<file path="src/rtl/amdfs_pkg.sv">
// Package for the adjacency matrix depth-first search unit.
// Holds sizes, request codes, the edge command struct and the count mask function.
// No dependencies.
package amdfs_pkg;

    localparam int VERTICES = 16;
    localparam int VTX_W    = $clog2(VERTICES);
    localparam int DEPTH_W  = $clog2(VERTICES) + 1;
    localparam int COUNT_W  = 5;
    localparam int REQ_W    = 2;

    typedef logic [VTX_W-1:0]    vertex_t;
    typedef logic [DEPTH_W-1:0]  depth_t;
    typedef logic [VERTICES-1:0] row_t;
    typedef logic [COUNT_W-1:0]  count_t;
    typedef logic [REQ_W-1:0]    req_type_t;

    localparam req_type_t REQ_ADD_EDGE = 2'd0;
    localparam req_type_t REQ_SEARCH   = 2'd1;
    localparam req_type_t REQ_CLEAR    = 2'd2;

    localparam count_t COUNT_RESET = count_t'(VERTICES);

    typedef struct packed {
        logic    add;
        logic    clear;
        vertex_t first;
        vertex_t second;
    } edge_cmd_t;

    // Vertices in use: a count of zero acts as one, counts above VERTICES saturate.
    function automatic row_t count_mask(input count_t count);
        count_t eff;
        row_t   mask;
        eff = count;
        if (count == '0) begin
            eff = count_t'(1);
        end
        else if (count > count_t'(VERTICES)) begin
            eff = count_t'(VERTICES);
        end
        for (int i = 0; i < VERTICES; i++) begin
            mask[i] = (count_t'(i) < eff);
        end
        return mask;
    endfunction

endpackage

</file>
<file path="src/rtl/amdfs_if.sv">
// Handshake channel interfaces of the adjacency matrix search unit.
// Depends on amdfs_pkg for the payload types.
interface amdfs_req_if;
    logic                valid;
    logic                ready;
    amdfs_pkg::req_type_t req_type;
    amdfs_pkg::vertex_t  first_vertex;
    amdfs_pkg::vertex_t  second_vertex;

    modport source (output valid, req_type, first_vertex, second_vertex, input ready);
    modport sink   (input valid, req_type, first_vertex, second_vertex, output ready);
endinterface

interface amdfs_visit_if;
    logic               valid;
    logic               ready;
    amdfs_pkg::vertex_t visited_vertex;
    logic               last_visit;

    modport source (output valid, visited_vertex, last_visit, input ready);
    modport sink   (input valid, visited_vertex, last_visit, output ready);
endinterface

interface amdfs_cfg_if;
    logic              valid;
    logic              ready;
    amdfs_pkg::count_t vertex_count;

    modport source (output valid, vertex_count, input ready);
    modport sink   (input valid, vertex_count, output ready);
endinterface

</file>
<file path="src/rtl/adjacency_matrix_dfs_unit.sv">
// Top level of the adjacency matrix depth-first search unit: sequencer, stack and output slot.
// Depends on amdfs_pkg, the channel interfaces, amdfs_edge_rows and amdfs_next_pick.
//
//  Channel  Dir  Beat contents
//  req      in   req_type, first_vertex, second_vertex
//  visit    out  visited_vertex, last_visit
//  cfg      in   vertex_count
//
// Add-edge and clear requests are taken in idle, and the unit stays idle. A search does one stack
// step per matrix row lookup, one push or one pop, until the stack empties; then the last
// found vertex is flushed to the output slot and req is ready again.
// The sequencer holds one found vertex back until it knows whether it is the last one.
// A full output slot that is not drained stalls the search; req is not ready meanwhile.
// Reset clears the matrix, the marks and the stack depth, and sets vertex_count to 16.
module adjacency_matrix_dfs_unit (
    input  logic          clk,
    input  logic          rst_n,
    amdfs_req_if.sink     req,
    amdfs_visit_if.source visit,
    amdfs_cfg_if.sink     cfg
);
    import amdfs_pkg::*;

    typedef enum logic [1:0] {
        S_IDLE,
        S_STEP,
        S_FLUSH
    } state_t;

    state_t    state_reg,     state_next;
    depth_t    depth_reg,     depth_next;
    row_t      visited_reg,   visited_next;
    logic      out_valid_reg, out_valid_next;
    count_t    count_reg;
    vertex_t   pend_reg,      pend_next;
    vertex_t   out_vertex_reg;
    logic      out_last_reg;
    vertex_t   stack_reg [VERTICES];

    edge_cmd_t edge_cmd;
    row_t      row;
    row_t      in_use;
    vertex_t   top_vertex;
    logic      found;
    vertex_t   next_vertex;
    row_t      next_onehot;
    logic      req_fire;
    logic      slot_free;
    logic      out_load;
    logic      out_last_in;
    logic      stack_we;
    vertex_t   stack_wa;
    vertex_t   stack_wd;
    depth_t    depth_dec;

    assign req.ready       = (state_reg == S_IDLE);
    assign cfg.ready       = 1'b1;
    assign visit.valid          = out_valid_reg;
    assign visit.visited_vertex = out_vertex_reg;
    assign visit.last_visit     = out_last_reg;

    assign req_fire  = req.valid && req.ready;
    assign slot_free = !out_valid_reg || visit.ready;
    assign in_use    = count_mask(count_reg);
    assign depth_dec = depth_reg - depth_t'(1);
    assign top_vertex = stack_reg[depth_dec[VTX_W-1:0]];

    always_comb
    begin
        edge_cmd.add    = req_fire && (req.req_type == REQ_ADD_EDGE);
        edge_cmd.clear  = req_fire && (req.req_type == REQ_CLEAR);
        edge_cmd.first  = req.first_vertex;
        edge_cmd.second = req.second_vertex;
    end

    amdfs_edge_rows u_edge_rows (
        .clk     (clk),
        .rst_n   (rst_n),
        .cmd     (edge_cmd),
        .rd_addr (top_vertex),
        .rd_row  (row)
    );

    amdfs_next_pick u_next_pick (
        .row         (row),
        .in_use      (in_use),
        .visited     (visited_reg),
        .found       (found),
        .next_vertex (next_vertex),
        .next_onehot (next_onehot)
    );

    always_comb
    begin
        state_next   = state_reg;
        depth_next   = depth_reg;
        visited_next = visited_reg;
        pend_next    = pend_reg;
        out_load     = 1'b0;
        out_last_in  = 1'b0;
        stack_we     = 1'b0;
        stack_wa     = depth_reg[VTX_W-1:0];
        stack_wd     = next_vertex;

        unique case (state_reg)
            S_IDLE:
            begin
                if (req_fire && (req.req_type == REQ_SEARCH))
                begin
                    visited_next = row_t'(1);
                    depth_next   = depth_t'(1);
                    pend_next    = '0;
                    stack_we     = 1'b1;
                    stack_wa     = '0;
                    stack_wd     = '0;
                    state_next   = S_STEP;
                end
            end
            S_STEP:
            begin
                if (!found)
                begin
                    depth_next = depth_dec;
                    if (depth_reg == depth_t'(1))
                    begin
                        state_next = S_FLUSH;
                    end
                end
                else if (slot_free)
                begin
                    out_load     = 1'b1;
                    pend_next    = next_vertex;
                    visited_next = visited_reg | next_onehot;
                    if (depth_reg < depth_t'(VERTICES))
                    begin
                        stack_we   = 1'b1;
                        depth_next = depth_reg + depth_t'(1);
                    end
                end
            end
            S_FLUSH:
            begin
                if (slot_free)
                begin
                    out_load     = 1'b1;
                    out_last_in  = 1'b1;
                    visited_next = '0;
                    depth_next   = '0;
                    state_next   = S_IDLE;
                end
            end
            default:
            begin
                state_next = S_IDLE;
            end
        endcase

        out_valid_next = out_load || (out_valid_reg && !visit.ready);
    end

    always_ff @(posedge clk or negedge rst_n)
    begin
        if (!rst_n)
        begin
            state_reg      <= S_IDLE;
            depth_reg      <= '0;
            visited_reg    <= '0;
            out_valid_reg  <= 1'b0;
            count_reg      <= COUNT_RESET;
            pend_reg       <= '0;
            out_vertex_reg <= '0;
            out_last_reg   <= 1'b0;
        end
        else
        begin
            state_reg     <= state_next;
            depth_reg     <= depth_next;
            visited_reg   <= visited_next;
            out_valid_reg <= out_valid_next;
            pend_reg      <= pend_next;
            if (out_load)
            begin
                out_vertex_reg <= pend_reg;
                out_last_reg   <= out_last_in;
            end
            if (cfg.valid && cfg.ready)
            begin
                count_reg <= cfg.vertex_count;
            end
        end
    end

    always_ff @(posedge clk)
    begin
        if (stack_we)
        begin
            stack_reg[stack_wa] <= stack_wd;
        end
    end

endmodule

</file>
<file path="src/rtl/amdfs_edge_rows.sv">
// Bit adjacency matrix storage with symmetric edge insert, full clear and one row read.
// Depends on amdfs_pkg.
module amdfs_edge_rows (
    input  logic                 clk,
    input  logic                 rst_n,
    input  amdfs_pkg::edge_cmd_t cmd,
    input  amdfs_pkg::vertex_t   rd_addr,
    output amdfs_pkg::row_t      rd_row
);
    import amdfs_pkg::*;

    row_t rows_reg [VERTICES];

    always_ff @(posedge clk or negedge rst_n)
    begin
        if (!rst_n)
        begin
            for (int i = 0; i < VERTICES; i++)
            begin
                rows_reg[i] <= '0;
            end
        end
        else if (cmd.clear)
        begin
            for (int i = 0; i < VERTICES; i++)
            begin
                rows_reg[i] <= '0;
            end
        end
        else if (cmd.add)
        begin
            for (int i = 0; i < VERTICES; i++)
            begin
                rows_reg[i] <= rows_reg[i]
                    | ((vertex_t'(i) == cmd.first)  ? (row_t'(1) << cmd.second) : '0)
                    | ((vertex_t'(i) == cmd.second) ? (row_t'(1) << cmd.first)  : '0);
            end
        end
    end

    assign rd_row = rows_reg[rd_addr];

endmodule

</file>
<file path="src/rtl/amdfs_next_pick.sv">
// Combinational step unit: masks a matrix row and finds the lowest unvisited neighbor.
// Depends on amdfs_pkg.
module amdfs_next_pick (
    input  amdfs_pkg::row_t    row,
    input  amdfs_pkg::row_t    in_use,
    input  amdfs_pkg::row_t    visited,
    output logic               found,
    output amdfs_pkg::vertex_t next_vertex,
    output amdfs_pkg::row_t    next_onehot
);
    import amdfs_pkg::*;

    row_t cand;

    always_comb
    begin
        cand        = row & in_use & ~visited;
        found       = |cand;
        next_vertex = '0;
        for (int i = VERTICES - 1; i >= 0; i--)
        begin
            if (cand[i])
            begin
                next_vertex = vertex_t'(i);
            end
        end
        next_onehot = cand & (~cand + row_t'(1));
    end

endmodule

</file>
<file path="src/flat_wrapper.sv">
// flat-port wrapper written by rule: the top's interface ports become plain ports
module adjacency_matrix_dfs_unit_flat import amdfs_pkg::*;
  (clk, rst_n, req_valid, req_req_type, req_first_vertex, req_second_vertex, req_ready, visit_valid, visit_visited_vertex, visit_last_visit, visit_ready, cfg_valid, cfg_vertex_count, cfg_ready);
  amdfs_req_if req_i ();
  amdfs_visit_if visit_i ();
  amdfs_cfg_if cfg_i ();
  input  logic clk;
  input  logic rst_n;
  input wire logic [$bits(req_i.valid)-1:0] req_valid;
  input wire logic [$bits(req_i.req_type)-1:0] req_req_type;
  input wire logic [$bits(req_i.first_vertex)-1:0] req_first_vertex;
  input wire logic [$bits(req_i.second_vertex)-1:0] req_second_vertex;
  output wire logic [$bits(req_i.ready)-1:0] req_ready;
  output wire logic [$bits(visit_i.valid)-1:0] visit_valid;
  output wire logic [$bits(visit_i.visited_vertex)-1:0] visit_visited_vertex;
  output wire logic [$bits(visit_i.last_visit)-1:0] visit_last_visit;
  input wire logic [$bits(visit_i.ready)-1:0] visit_ready;
  input wire logic [$bits(cfg_i.valid)-1:0] cfg_valid;
  input wire logic [$bits(cfg_i.vertex_count)-1:0] cfg_vertex_count;
  output wire logic [$bits(cfg_i.ready)-1:0] cfg_ready;
  assign req_i.valid = req_valid;
  assign req_i.req_type = req_req_type;
  assign req_i.first_vertex = req_first_vertex;
  assign req_i.second_vertex = req_second_vertex;
  assign req_ready = req_i.ready;
  assign visit_valid = visit_i.valid;
  assign visit_visited_vertex = visit_i.visited_vertex;
  assign visit_last_visit = visit_i.last_visit;
  assign visit_i.ready = visit_ready;
  assign cfg_i.valid = cfg_valid;
  assign cfg_i.vertex_count = cfg_vertex_count;
  assign cfg_ready = cfg_i.ready;
  adjacency_matrix_dfs_unit u_core (.clk(clk), .rst_n(rst_n), .req(req_i), .visit(visit_i), .cfg(cfg_i));
endmodule
</file>
<file path="config.mk">
export PLATFORM = sky130hd
export DESIGN_NAME = adjacency_matrix_dfs_unit_flat
export DESIGN_NICKNAME = d
export VERILOG_FILES = /design/src/rtl/amdfs_pkg.sv /design/src/rtl/amdfs_if.sv /design/src/rtl/adjacency_matrix_dfs_unit.sv /design/src/rtl/amdfs_edge_rows.sv /design/src/rtl/amdfs_next_pick.sv /design/src/flat_wrapper.sv
export SDC_FILE = /design/constraint.sdc
export NUM_CORES = 1
export LEC_CHECK = 0
export ABC_CLOCK_PERIOD_IN_PS = 7700
export BUFFER_PORTS_ARGS = -buffer_cell sky130_fd_sc_hd__buf_2
export CAP_MARGIN = 20
export CELL_PAD_IN_SITES_DETAIL_PLACEMENT = 2
export CELL_PAD_IN_SITES_GLOBAL_PLACEMENT = 2
export CORE_MARGIN = 5
export CORE_UTILIZATION = 41
export CTS_CLUSTER_DIAMETER = 60
export DETAILED_ROUTE_END_ITERATION = 7
export HOLD_SLACK_MARGIN = 0.06
export PLACE_DENSITY = 0.82
export SYNTH_ARGS = -nofsm -noshare
export SYNTH_HDL_FRONTEND = slang
export SYNTH_SLANG_ARGS = --single-unit
</file>
<file path="constraint.sdc">
create_clock -name clk -period 7.7 [get_ports clk]
set_clock_uncertainty 0.05 [all_clocks]
set_input_delay 1.155 -clock clk [delete_from_list [all_inputs] [get_ports clk]]
set_output_delay 1.155 -clock clk [all_outputs]
set_load 0.1 [all_outputs]
</file>
# [Word-level counts from Yosys, hierarchy flattened]
# Memory sizes are Yosys's and may differ from the RTL's.
# Index checks and enable logic that the tools add are counted.
[op_classes] addsub=3 magnitude_cmp=19 n_eq_ne=43 shift=2 muxes=90 bitwise_logic=39 n_reduce_logical=22
[ops] operator="2-to-1 mux 16 bit" count=38
[ops] operator="OR 16 bit" count=33
[ops] operator="2-to-1 mux 256 bit" count=2
[ops] operator="2-to-1 mux 4 bit" count=23
[ops] operator="binary-select mux 16 bit (select 4 bit)" count=1
[ops] operator="== test 4 bit (first input constant)" count=16
[ops] operator="bitwise AND 16 bit" count=3
[ops] operator="case mux 16 bit (3 select lines)" count=1
[ops] operator="< comparator 4 x 5 -> 1 bit (first input constant)" count=8
[ops] operator="2-to-1 mux 5 bit" count=7
[ops] operator="== test 3 x 4 -> 1 bit (first input constant)" count=8
[ops] operator="NOT 16 bit" count=2
[ops] operator="<< shifter 1 x 4 -> 16 bit (first input constant)" count=2
[ops] operator="< comparator 3 x 5 -> 1 bit (first input constant)" count=4
[ops] operator="adder 16 x 1 -> 16 bit (second input constant)" count=1
[ops] operator="== test 2 x 4 -> 1 bit (first input constant)" count=4
[ops] operator="OR reduction 16 bit" count=1
[ops] operator="case mux 5 bit (3 select lines)" count=1
[ops] operator="< comparator 1 x 5 -> 1 bit (first input constant)" count=2
[ops] operator="< comparator 2 x 5 -> 1 bit (first input constant)" count=2
[ops] operator="AND reduction 5 bit" count=2
[ops] operator="2-to-1 mux 1 bit" count=9
[ops] operator="== test 1 x 4 -> 1 bit (first input constant)" count=2
[ops] operator="zero test 4 bit" count=2
[ops] operator="other kinds (24)" count=44
[word_totals] ff_bits=294 ramBits=64 output_inout_bits=8 word_cells=243 mem_count=1
[mem_list] name="u_core.stack_reg" depth=16 word_bits=4 rd=1 rd_ports_with_merged_regs=0 write_ports=1 line="adjacency_matrix_dfs_unit.sv:38" source="vertex_t stack_reg [VERTICES];"

# [Logic depth before layout (Yosys ltp)]
# An unclocked memory read counts as a cell.
[depth] depth_word=27 depth_mapped=27

# [Hierarchy]
# A second synthesis with hierarchy kept.
[unflattened] hier_cells=1625 hier_area_um2=17585.6
[by_module_without_submodules] module="amdfs_edge_rows" n_inst=1 cells_per_inst=1194 area_per_inst_um2=12465.7 seq_area_each_um2=6406.1
[by_module_without_submodules] module="adjacency_matrix_dfs_unit" n_inst=1 cells_per_inst=359 area_per_inst_um2=4626.9 seq_area_each_um2=2874.0
[by_module_without_submodules] module="amdfs_next_pick" n_inst=1 cells_per_inst=72 area_per_inst_um2=493.0 seq_area_each_um2=0.0

# [Least setup slack after synthesis]
# Ideal clock, no wire load.
[synth_timing] path_type="flip-flop to flip-flop" start="register u_core.depth_reg[0]" end="memory u_core.stack_reg[0][0] (netlist bit), data pin" setup_ns=0.327 arrival_time_ns=5.209 required_time_ns=7.323 setup_slack_ns=2.114 path_stages_with_launch=22 path_buffers=6 period_less_slack_ns=5.586 path_cell_list="dfrtp_1 -> buf_2 -> buf_2 -> buf_2 -> inv_1 -> ha_1 -> xor2_4 -> mux4_2 -> o22a_4 -> and3_4 -> buf_12 -> buf_8 -> buf_12 -> mux2_2 -> o32a_1 -> a211o_1 -> a21oi_1 -> nor2_1 -> a211o_1 -> a21oi_1 -> nor2_1 -> nor3_1"
[synth_via] elab_chain_len=26
[synth_lines] element="start, declared" line="adjacency_matrix_dfs_unit.sv:31" source="depth_t depth_reg, depth_next;"
[synth_lines] element="start signal, assigned" line="adjacency_matrix_dfs_unit.sv:177" source="depth_reg <= depth_next;"
[synth_lines] element="subtractor 5 x 1 -> 5 bit (*)" line="adjacency_matrix_dfs_unit.sv:65" source="assign depth_dec = depth_reg - depth_t'(1);"
[synth_lines] element="memory read (16 x 4 bit) (*)"
[synth_lines] element="NOT 4 -> 5 bit (not written as such) (*)" line="amdfs_edge_rows.sv:41" source="assign rd_row = rows_reg[rd_addr];"
[synth_lines] element="binary-select mux 16 bit (select 4 bit) (*)" line="amdfs_edge_rows.sv:41"
[synth_lines] element="2-to-1 mux 16 bit (not written as such) (*) (2 in series)" line="amdfs_edge_rows.sv:41"
[synth_lines] element="bitwise AND 16 bit (*) (2 in series)" line="amdfs_next_pick.sv:17" source="cand = row & in_use & ~visited;"
[synth_lines] element="2-to-1 mux 4 bit (15 in series)" line="amdfs_next_pick.sv:22" source="if (cand[i])"
[synth_lines] element="2-to-1 mux 4 bit (*)" line="amdfs_next_pick.sv:22"
[synth_lines] element="2-to-1 mux 4 bit" line="adjacency_matrix_dfs_unit.sv:108" source="if (req_fire && (req.req_type == REQ_SEARCH))"
[synth_lines] element="2-to-1 mux 4 bit (*)" line="adjacency_matrix_dfs_unit.sv:105" source="unique case (state_reg)"
[synth_lines] element="named net u_core.stack_wd[0]" line="adjacency_matrix_dfs_unit.sv:53" source="vertex_t stack_wd;"
[synth_lines] element="end, declared" line="adjacency_matrix_dfs_unit.sv:38"
# The timed path passes the listed nets; every way through them passes the cells marked *. The select of a mux whose other input is x is not followed.

# [Worst setup path in the final report]
[layout_timing] start="register u_core.depth_reg[1]" end="memory u_core.stack_reg[5][0] (netlist bit), enable pin"
[layout_via] elab_chain_len=13
[layout_lines] element="subtractor 5 x 1 -> 5 bit" line="adjacency_matrix_dfs_unit.sv:65"
[layout_lines] element="memory read (16 x 4 bit)"
[layout_lines] element="NOT 4 -> 5 bit (not written as such)" line="amdfs_edge_rows.sv:41"
[layout_lines] element="binary-select mux 16 bit (select 4 bit)" line="amdfs_edge_rows.sv:41"
[layout_lines] element="2-to-1 mux 16 bit (not written as such) (2 in series)" line="amdfs_edge_rows.sv:41"
[layout_lines] element="bitwise AND 16 bit (2 in series)" line="amdfs_next_pick.sv:17"
[layout_lines] element="OR reduction 16 bit" line="amdfs_next_pick.sv:18" source="found = |cand;"
[layout_lines] element="2-to-1 mux 1 bit" line="adjacency_matrix_dfs_unit.sv:121" source="if (!found)"
[layout_lines] element="case mux 1 bit (2 select lines)" line="adjacency_matrix_dfs_unit.sv:105"
[layout_lines] element="2-to-1 mux 1 bit" line="adjacency_matrix_dfs_unit.sv:195" source="if (stack_we)"
[layout_lines] element="2-to-1 mux 1 bit (not written as such)" line="adjacency_matrix_dfs_unit.sv:197" source="stack_reg[stack_wa] <= stack_wd;"
# Several ways; a longest one is shown, not always the timed one. The select of a mux whose other input is x is not followed.

==> metrics.md <==
| Metric | Value |
|---|---|
| Outcome | `finished clean` |
| Hold Crit Depth | `2` |
| YS warnings | `0` |
| Final net count | `1784` |
| Vias | `14309` |
| Hold slack final | `0.444 ns` |
| Initial antenna violation count | `1` |
| Area taken by multi-input logic gates | `7430 sq um` |
| Post-DP Area | `17900 sq um` |
| Slew headroom | `0.231` |
| Syn avg cell area | `9.77 sq um` |
| EDFF count, synth | `64` |
| CTS root buffer | `clkbuf_16` |
| Reg2Reg Capture Point | `u_core.stack_reg[5][0]` |
| Kind of critical path | `reg2reg` |
| Final instance area | `19300 sq um` |
| Avg WL per Cell | `28.2 um` |
| Vias per inst | `6.15` |
| Count of mapped cells out of synthesis | `1774` |
| CTS sink cnt | `358` |
| Hold Fails Final Rpt | `0` |
| Most instantiated cells after synthesis | `579 x nor2_1, 293 x dfrtp_1, 134 x mux2i_1` |
| DP HPWL | `42800 um` |
| Max-cap violation count | `0` |
| CP max FO | `29` |
| Largest cells by area after synthesis | `dfrtp_1 42%, nor2_1 13%, edfxtp_1 11%` |
| Unrepaired setup endpoints after global routing | `no` |
| Max reg flops | `256` |
| Post-CTS Hold Fix Bufs | `0` |
| Cell Rows | `75` |
| Inserted Clock Buffers | `43` |
| Overflow after GRT | `0` |
| Filler Cell Count | `4364` |
| Reg clk slew, reported paths | `0.06 ns` |
| Vias in the first global route | `15697` |
| CTS H-tree depth | `2` |
| Core Area | `41900 sq um` |
| Post-Route WL | `65500 um` |
| FMAX | `0.137 GHz` |
| Worst-Skew Late Latency | `0.59 ns` |
| Drt drc | `0` |
| R2r startpoint | `u_core.depth_reg[1]` |
| Reg2reg setup slack | `0.39 ns` |
| Main flop type after synthesis | `dfrtp_1` |
| Setup violations, final | `0` |
| CP arrival | `7.48 ns` |
| Die ar. | `46500 sq um` |
| Area grow syn2layout | `11.5%` |
| IO buf count | `26` |
| Num ports | `28` |
| Hold Crit Start | `u_core.u_edge_rows.rows_reg[175]` |
| Slew at the pin closest to its max-slew limit | `1.15 ns` |
| Worst hold-check path type | `reg2reg` |
| Gr usage total | `0.278` |
| CTS tree | `done` |
| Chip width | `216 um` |
| Largest net degree at the start of global routing | `189` |
| Synth top area share | `0.423` |
| Final GP Congestion | `0.858` |
| Share of cells above drive strength 1 | `0.104` |
| Fin crit period | `7.31 ns` |
| Iteration-0 DRC Markers | `1093` |
| Die H | `216 um` |
| First-pass GRT wire length | `99700 um` |
| Post-synthesis async set-or-reset flop share | `0.821` |
| Register area | `9280 sq um` |
| Critical Path RT | `7.87 ns` |
| Synthesized Nets | `1801` |
| Register area share after synthesis | `0.536` |
| Slew Limit Fails | `0` |
| Final Cycle Share | `0.950` |
| DR pass1 iterations | `5` |
| TNS Setup | `0 ns` |
| Startpoint types | `register` |
| Post-CTS Setup Inserts | `0` |
| Synth area leader | `dfrtp_1` |
| Leading cell type by number of instances after synthesis | `nor2_1` |
| Antenna fix cells | `0` |
| Min-Delay Endpoint | `u_core.u_edge_rows.rows_reg[175]` |
| Synth Register Bits | `358` |
| Detail Route Antenna Nets | `0` |
| Synth unique cells | `83` |
| Cts repair resizes | `0` |
| Post-Syn Area | `17300 sq um` |
| FF-to-FF path depth | `15` |
| Initial Util | `0.414` |
| Clk buf depth | `3` |
| Worst setup EP type | `register` |
## layout by cell type, fill, tap and decap left out, types with 6 or more instances in the layout
cell         n
buf_2       25
dfrtp_1    293
o211ai_1     6
a21oi_1     26
a221oi_1    10
mux2i_1    132
a2111oi_0    7
nand2_1    116
o21ai_0     16
or3_1        8
mux2_2      21
inv_1       22
nor3_1      12
nand2b_1    10
ha_1         7
mux4_2      14
nor2_1     579
edfxtp_1    64
nand3_1     48
o22ai_1    121
nand4b_1     6
a41oi_1      9
clkbuf_16   43
nor2b_1     11
nand4_1     10
a31oi_1     13
clkinv_2     9
buf_4       24
## cell type report
cell class,count,area share
Clock buffer,53,0.0603
Timing Repair Buffer,54,0.0209
Tap cell,539,0.0349
Clock inverter,22,0.0143
Sequential cell,358,0.481
Multi-Input combinational cell,1278,0.385
Inverter,22,0.00428
## stage by stage
stage          utilization  cells  worst slack, ns
2_1_floorplan            -   1774             2.11
3_3_place_gp         0.426   2247             1.11
3_5_place_dp         0.427   2251            0.758
4_1_cts              0.461   2326            0.542
5_1_grt              0.461   2326            0.222
6_report             0.461   2326            0.387
## how the worst max path moves through the flow
stage	start	slack (ns)	end
after floorplan	u_core.depth_reg[0]	2.11	u_core.stack_reg[0][0]
after global placement	u_core.depth_reg[1]	1.11	u_core.stack_reg[15][3]
after detailed placement	u_core.depth_reg[1]	0.76	u_core.stack_reg[5][2]
after CTS	u_core.depth_reg[1]	0.54	u_core.stack_reg[5][0]
after global routing	u_core.depth_reg[1]	0.22	u_core.stack_reg[5][1]
final	u_core.depth_reg[1]	0.39	u_core.stack_reg[5][0]
## critical path, cell delays in order, from the launching register on
cell	delay, ns
dfrtp_1	0.66
inv_1	0.21
ha_1	0.92
mux4_2	0.41
mux2i_1	0.44
mux2_2	0.88
buf_4	0.45
nand2_1	0.21
o32a_1	0.24
a311oi_2	0.53
nor4_4	0.14
nand3_2	0.20
nor2_8	0.08
nor3_1	0.46
nand3_1	0.31
nor3_1	0.66
## cells by family (layout without fill, tap and decap cells)
family,after synthesis,count (layout),share of synthesized area
muxes,170,170,0.110
buffers and inverters,138,151,0.0376
and+or+nand+nor,838,838,0.205
DFF,358,358,0.536
other,1,1,0.000216
AOI/OAI and AO/OA,260,260,0.104
xor gates and xnor gates,2,2,0.00209
adders and majority gates,7,7,0.00505
## metal layers
layer	track usage	wire length [um]
met5	0	0
met4	0.109	2590
met3	0.0339	3000
met2	0.479	32500
met1	0.358	27500
Power is not shown: default switching activity piles up to over one toggle a cycle in this logic, so the estimate is an artifact.
